$ cat src/sv/urbi_pkg.sv
// shared types and constants for the uart ring buffer interface
// no dependencies
package urbi_pkg;

   localparam int DEPTH_DEFAULT = 64;
   localparam int WORD_W        = 9;
   localparam int CNT_W         = 16;
   localparam int NUM_ERR       = 4;

   localparam logic [CNT_W-1:0] CNT_MAX = {CNT_W{1'b1}};

   // transaction kinds
   localparam logic [1:0] MODE_PUSH    = 2'd0;
   localparam logic [1:0] MODE_POP     = 2'd1;
   localparam logic [1:0] MODE_SERVICE = 2'd2;

   // error counter slots
   localparam int ERR_PARITY  = 0;
   localparam int ERR_FRAMING = 1;
   localparam int ERR_NOISE   = 2;
   localparam int ERR_OVERRUN = 3;

   typedef struct packed {
      logic [1:0]        mode;
      logic [WORD_W-1:0] data_in;
      logic              parity_error;
      logic              framing_error;
      logic              noise_error;
      logic              overrun_error;
      logic              rx_ready;
      logic              tx_empty;
   } req_type;

   typedef struct packed {
      logic              accepted;
      logic [WORD_W-1:0] data_out;
      logic              send_valid;
      logic              tx_irq_enabled;
      logic              tx_full;
      logic              rx_full;
      logic              tx_overflowed;
      logic              rx_overflowed;
      logic [CNT_W-1:0]  parity_count;
      logic [CNT_W-1:0]  framing_count;
      logic [CNT_W-1:0]  noise_count;
      logic [CNT_W-1:0]  overrun_count;
   } rsp_type;

   // requests into one ring
   typedef struct packed {
      logic              push;
      logic              pop;
      logic [WORD_W-1:0] word;
   } ring_ctrl_type;

   // status out of one ring, from the current pointers and the sticky overflow flag
   typedef struct packed {
      logic full;
      logic empty;
      logic lost;
   } ring_stat_type;

endpackage

$ cat src/sv/urbi_ring.sv
// one ring fifo: word memory with registered read, head/tail pointers, sticky overflow
// depends on urbi_pkg
module urbi_ring #(
   parameter int DEPTH = urbi_pkg::DEPTH_DEFAULT
) (
   input  logic                          clock,
   input  logic                          reset,
   input  urbi_pkg::ring_ctrl_type       ctrl,
   output urbi_pkg::ring_stat_type       stat,
   output logic [urbi_pkg::WORD_W-1:0]   rd_data
);

   localparam int PTR_W = (DEPTH > 1) ? $clog2(DEPTH) : 1;
   localparam logic [PTR_W-1:0] PTR_LAST = PTR_W'(DEPTH - 1);

   logic [urbi_pkg::WORD_W-1:0] mem [DEPTH];
   logic [urbi_pkg::WORD_W-1:0] rd_ff;
   logic [PTR_W-1:0]            head_ff, head_in;
   logic [PTR_W-1:0]            tail_ff, tail_in;
   logic                        lost_ff, lost_in;
   logic                        full, empty, push_ok, pop_ok;

   function automatic logic [PTR_W-1:0] next_ptr(input logic [PTR_W-1:0] p);
      return (p == PTR_LAST) ? '0 : p + 1'b1;
   endfunction

   // one slot stays empty to tell full from empty
   always_comb begin
      full    = (next_ptr(head_ff) == tail_ff);
      empty   = (head_ff == tail_ff);
      push_ok = ctrl.push & ~full;
      pop_ok  = ctrl.pop & ~empty;
      head_in = push_ok ? next_ptr(head_ff) : head_ff;
      tail_in = pop_ok ? next_ptr(tail_ff) : tail_ff;
      lost_in = lost_ff | (ctrl.push & full);
   end

   // pointer and flag registers
   always_ff @(posedge clock) begin
      if (reset) begin
         head_ff <= '0;
         tail_ff <= '0;
         lost_ff <= 1'b0;
      end else begin
         head_ff <= head_in;
         tail_ff <= tail_in;
         lost_ff <= lost_in;
      end
   end

   // word memory, one write and one registered read
   always_ff @(posedge clock) begin
      if (push_ok) begin
         mem[head_ff] <= ctrl.word;
      end
      if (pop_ok) begin
         rd_ff <= mem[tail_ff];
      end
   end

   assign stat.full  = full;
   assign stat.empty = empty;
   assign stat.lost  = lost_ff;
   assign rd_data    = rd_ff;

endmodule

$ cat src/sv/uart_ring_buffer_interface_top.sv
// top level of the uart ring buffer interface: transmit and receive rings, error counters
// depends on urbi_pkg and urbi_ring
// the result of a transaction shows on rsp_valid in the cycle after it is accepted
// throughput: one transaction per cycle while busy is low; each ring memory does at most one read and one write
// per transaction, the popped word comes from the ring's registered read port
// reset: synchronous; busy is set by reset and cleared on any clock without reset; rings, flags and counters
// clear, ring memories are not cleared; results cannot be stalled by the receiver
module uart_ring_buffer_interface_top #(
   parameter int DEPTH = urbi_pkg::DEPTH_DEFAULT
) (
   input  logic              clock,
   input  logic              reset,
   input  logic              start,
   output logic              busy,
   input  urbi_pkg::req_type req_data,
   output logic              rsp_valid,
   output urbi_pkg::rsp_type rsp_data,
   input  logic              csr_we,
   input  logic              csr_wdata
);

   urbi_pkg::ring_ctrl_type     tx_ctrl, rx_ctrl;
   urbi_pkg::ring_stat_type     tx_stat, rx_stat;
   logic [urbi_pkg::WORD_W-1:0] tx_rd, rx_rd;

   logic                        busy_ff;
   logic                        nine_ff;
   logic                        irq_ff, irq_in;
   logic                        valid_ff, valid_in;
   logic                        accepted_ff, accepted_in;
   logic                        send_ff, send_in;
   logic                        rx_pop_ff, rx_pop_in;
   logic [urbi_pkg::CNT_W-1:0]  cnt_ff [urbi_pkg::NUM_ERR];
   logic [urbi_pkg::CNT_W-1:0]  cnt_in [urbi_pkg::NUM_ERR];

   logic                        take;
   logic                        any_err;
   logic [urbi_pkg::NUM_ERR-1:0] err_bits;
   logic [urbi_pkg::WORD_W-1:0] word;

   urbi_ring #(.DEPTH(DEPTH)) u_tx_ring (
      .clock   (clock),
      .reset   (reset),
      .ctrl    (tx_ctrl),
      .stat    (tx_stat),
      .rd_data (tx_rd)
   );

   urbi_ring #(.DEPTH(DEPTH)) u_rx_ring (
      .clock   (clock),
      .reset   (reset),
      .ctrl    (rx_ctrl),
      .stat    (rx_stat),
      .rd_data (rx_rd)
   );

   // transaction decode into ring requests
   always_comb begin
      take     = start & ~busy_ff;
      err_bits = {req_data.overrun_error, req_data.noise_error,
                  req_data.framing_error, req_data.parity_error};
      any_err  = |err_bits;
      word     = nine_ff ? req_data.data_in : {1'b0, req_data.data_in[7:0]};

      tx_ctrl.word = word;
      tx_ctrl.push = take & (req_data.mode == urbi_pkg::MODE_PUSH);
      tx_ctrl.pop  = take & (req_data.mode == urbi_pkg::MODE_SERVICE)
                     & req_data.tx_empty & irq_ff;

      rx_ctrl.word = word;
      rx_ctrl.push = take & (req_data.mode == urbi_pkg::MODE_SERVICE)
                     & ~any_err & req_data.rx_ready;
      rx_ctrl.pop  = take & (req_data.mode == urbi_pkg::MODE_POP);
   end

   // result flags and transmit interrupt enable
   always_comb begin
      valid_in    = take;
      send_in     = tx_ctrl.pop & ~tx_stat.empty;
      rx_pop_in   = rx_ctrl.pop & ~rx_stat.empty;
      accepted_in = (tx_ctrl.push & ~tx_stat.full) | (rx_ctrl.push & ~rx_stat.full)
                    | rx_pop_in;
      irq_in = irq_ff;
      if (tx_ctrl.push & ~tx_stat.full) begin
         irq_in = 1'b1;
      end else if (tx_ctrl.pop & tx_stat.empty) begin
         irq_in = 1'b0;
      end
   end

   // saturating error counters
   always_comb begin
      for (int k = 0; k < urbi_pkg::NUM_ERR; k++) begin
         cnt_in[k] = cnt_ff[k];
         if (take && (req_data.mode == urbi_pkg::MODE_SERVICE) && err_bits[k]
             && (cnt_ff[k] != urbi_pkg::CNT_MAX)) begin
            cnt_in[k] = cnt_ff[k] + 1'b1;
         end
      end
   end

   // control registers
   always_ff @(posedge clock) begin
      if (reset) begin
         busy_ff     <= 1'b1;
         nine_ff     <= 1'b0;
         irq_ff      <= 1'b0;
         valid_ff    <= 1'b0;
         accepted_ff <= 1'b0;
         send_ff     <= 1'b0;
         rx_pop_ff   <= 1'b0;
         for (int k = 0; k < urbi_pkg::NUM_ERR; k++) begin
            cnt_ff[k] <= '0;
         end
      end else begin
         busy_ff     <= 1'b0;
         if (csr_we) begin
            nine_ff <= csr_wdata;
         end
         irq_ff      <= irq_in;
         valid_ff    <= valid_in;
         accepted_ff <= accepted_in;
         send_ff     <= send_in;
         rx_pop_ff   <= rx_pop_in;
         for (int k = 0; k < urbi_pkg::NUM_ERR; k++) begin
            cnt_ff[k] <= cnt_in[k];
         end
      end
   end

   // result transaction, status taken from the updated state
   always_comb begin
      rsp_data.accepted       = accepted_ff;
      rsp_data.data_out       = send_ff ? tx_rd : (rx_pop_ff ? rx_rd : '0);
      rsp_data.send_valid     = send_ff;
      rsp_data.tx_irq_enabled = irq_ff;
      rsp_data.tx_full        = tx_stat.full;
      rsp_data.rx_full        = rx_stat.full;
      rsp_data.tx_overflowed  = tx_stat.lost;
      rsp_data.rx_overflowed  = rx_stat.lost;
      rsp_data.parity_count   = cnt_ff[urbi_pkg::ERR_PARITY];
      rsp_data.framing_count  = cnt_ff[urbi_pkg::ERR_FRAMING];
      rsp_data.noise_count    = cnt_ff[urbi_pkg::ERR_NOISE];
      rsp_data.overrun_count  = cnt_ff[urbi_pkg::ERR_OVERRUN];
   end

   assign busy      = busy_ff;
   assign rsp_valid = valid_ff;

endmodule

$ cat config.mk
export PLATFORM = sky130hd
export DESIGN_NAME = uart_ring_buffer_interface_top
export DESIGN_NICKNAME = d
export VERILOG_FILES = /design/src/sv/urbi_pkg.sv /design/src/sv/urbi_ring.sv /design/src/sv/uart_ring_buffer_interface_top.sv
export SDC_FILE = /design/constraint.sdc
export NUM_CORES = 1
export LEC_CHECK = 0
export BUFFER_PORTS_ARGS = -buffer_cell sky130_fd_sc_hd__buf_4
export CAP_MARGIN = 5
export CORE_ASPECT_RATIO = 1.2
export CORE_MARGIN = 1.5
export CORE_UTILIZATION = 45
export CTS_CLUSTER_DIAMETER = 50
export DETAILED_ROUTE_END_ITERATION = 16
export SLEW_MARGIN = 20
export SYNTH_ARGS = -nofsm -noshare
export SYNTH_HDL_FRONTEND = slang
export SYNTH_SLANG_ARGS = --single-unit
$ cat constraint.sdc
create_clock -name clock -period 8.4 [get_ports clock]
set_clock_uncertainty 0.2 [all_clocks]
set_input_delay 0 -clock clock [delete_from_list [all_inputs] [get_ports clock]]
set_output_delay 0 -clock clock [all_outputs]
set_load 0.02 [all_outputs]
==> results.tsv <==
metric	value	unit
hold_class	in -> reg	
rsz0062_at_grt	false	
start_util	45.3	%
synth_top_family_by_area	multiplexers	
ys.flop_type	edfxtp_1	
drt_wl_total	123000	um
cp-start-kind	flop	
synth_fp_nets	2557	
synth-seq-area-share	73.8	%
p_per_area	225	nW/um^2
worst_slew_pin_slew	1130	ps
post-route-min-period	4940	ps
die_y	369	um
slew_violations	0	
fp.dieW	308	um
cts.clk_slew.worst_paths	60	ps
yosys.area.top_type	edfxtp_1	
dpl.hpwl	75300	um
ys_warn_count	0	
postCtsSetupBuffers	0	
required	8600	ps
core-area	111000	um^2
yosysTopAreaCellShare	69.9	%
hold_end	u_rx_ring.head_ff[5]	
gp_congestion	0.896	
grt_usage	22.0	%
ys_seq_elements	1267	
synthXorXnorAreaFrac	1.34	%
die-area	114000	um^2
drive_gt1_share	28.3	%
clockBufferDepth	3	
setup_violations	0	
antenna_found_initial	3	
grt_pass1_wl	180000	um
n_antenna_cell	0	
vias	25048	
dp_cells	3998	
min-delay-start	req_data[3]	
maxCapViolations	0	
drt_pass1_iterations	6	
viasPerCell	5.86	
numPortBuffers	103	
nets	2703	
ys_top_cells_by_count	edfxtp_1 (1,170), mux4_2 (349), nor2_1 (163)	
ys_top_cells_by_area	edfxtp_1 (70%), mux4_2 (16%), dfxtp_1 (3.9%)	
synth_mux_area_share	16.1	%
io_pins	104	
instances_no_fill	4276	
post_cts_resized	0	
syn_area	50300	um^2
ir_drop	0.000209	V
cp_max_fo	55	
critPathArrivalTime	5140	ps
cts_tree	built	
synthCells	2527	
end_kind	flop	
slew_headroom	24.9	%
holdBufCountCts	33	
drt_iter0_markers	2838	
cts.sinks	1267	
synth_edf_count	1170	
cts-root-buf	clkbuf_16	
fmax	0.202	GHz
synth-simple-area-share	4.63	%
reg2reg_slack	3460	ps
htreeDepth	4	
path_class	reg -> reg	
synth_compound_area_share	2.16	%
avgSynthCellArea	19.9	um^2
rr_worst_depth	8	
outcome	finished clean	
fp-row-count	134	
synth.most_common_cell	edfxtp_1	
clock_latency	750	ps
grt_max_degree	119	
hold_viol_final	0	
syn2layout_area_growth	14.4	%
yosysUniqueCellTypes	70	
drc	0	
leakage	0.0172	uW
grt_pass1_vias	25571	
overflow	0	
async_flop_share	0	%
antenna_left	0	
period_share	58.9	%
r2r-end	u_tx_ring.mem[25][2]	
finalSetupTns	0	ps
cts_made_buffers	136	
synth_fa_ha_area_share	0.199	%
hold_depth	4	
r2r-start	u_tx_ring.head_ff[2]	
wire_per_inst	28.8	um
kinds of logic after synthesis:
family / Yosys count
xor+xnor: 76
compound gates: 152
mux: 374
flops: 1267
simple gates: 471
fa+ha+maj: 8
buf+inv: 179
placed cells by master (no fill, tap or decap), drive strengths merged, types with 4 or more instances in the layout:
master,instances
and4,10
buf,139
nor2b,19
clkinv,54
mux4,349
bufinv,7
nand3b,10
or3b,4
dfxtp,97
nand2,71
a22oi,10
ha,8
a31oi,6
clkinvlp,9
or3,24
xor2,35
and3,10
nand4,22
nor4,12
edfxtp,1170
inv,27
a22o,19
nor2,163
mux2i,20
mux2,5
xnor2,41
and2,15
o21ai,28
nand3,26
a211oi,12
dlygate4sd3,33
nor3,69
a221o,11
o21a,5
clkbuf,163
a21oi,39
layer usage:
metal | track usage, % | up-vias | wire, um
li1 | - | 10681 | -
met1 | 29.0 | 13244 | 49400
met2 | 37.0 | 946 | 62900
met3 | 4.23 | 177 | 7530
met4 | 6.81 | 0 | 3310
met5 | 0 | - | 0
critical path: stages, from the launching register on:
cell and delay (ps):
dfxtp_1 320, buf_4 390, nand3_1 740, xor2_1 380, o21a_1 250, or3_1 440, o21ai_4 470, buf_4 930
nor3_1 440
state kept, by name (all words and copies together) (netlist names):
signal / count
accepted_ff: 1
busy: 1
cnt_ff: 64
irq_ff: 1
nine_ff: 1
rsp_valid: 1
rx_pop_ff: 1
send_ff: 1
u_rx_ring.head_ff: 6
u_rx_ring.lost_ff: 1
u_rx_ring.mem: 576
u_rx_ring.rd_data: 9
u_rx_ring.tail_ff: 6
u_tx_ring.head_ff: 6
u_tx_ring.lost_ff: 1
u_tx_ring.mem: 576
u_tx_ring.rd_data: 9
u_tx_ring.tail_ff: 6
per-stage QoR:
step                      util [%]  total power [uW]  hold slack, ps  setup slack, ps  area [um^2]
after floorplan                  -              7040            -172             5150        50300
after global placement        47.3              7170            37.8             3830        52500
after detailed placement      47.3              7180            52.4             3580        52500
after CTS                     51.6             13000            22.9             3590        57300
after global routing          51.8             13300            66.3             3280        57500
final                         51.8             12900            58.3             3460        57500
worst max-delay path by stage:
stage,from,endpoint,slack (ps),depth (start not counted)
2_1_floorplan,u_tx_ring.head_ff[0],u_tx_ring.mem[19][0],5150,8
3_3_place_gp,u_tx_ring.head_ff[2],u_tx_ring.mem[32][4],3830,8
3_5_place_dp,u_tx_ring.head_ff[2],u_tx_ring.mem[32][3],3580,8
4_1_cts,u_tx_ring.head_ff[2],u_tx_ring.mem[32][8],3590,8
5_1_grt,u_tx_ring.head_ff[2],u_tx_ring.mem[25][2],3280,8
6_report,u_tx_ring.head_ff[2],u_tx_ring.mem[25][2],3460,8
area by class of cell:
class | instances | area (um^2)
Clock buffer | 163 | 3710
Clock inverter | 82 | 723
Fill cell | 8748 | 53500
Inverter | 15 | 56.3
Multi-Input combinational cell | 1081 | 12600
Sequential cell | 1267 | 37100
Tap cell | 1496 | 1870
Timing Repair Buffer | 172 | 1400
power breakdown:
part | internal, uW | switching, uW | total (uW)
clock network | 3400 | 2500 | 5900
registers | 6880 | 2.95 | 6880
logic | 27.6 | 141 | 168
total | 10300 | 2640 | 12900
No activity file was read; power rests on OpenSTA's default activity.
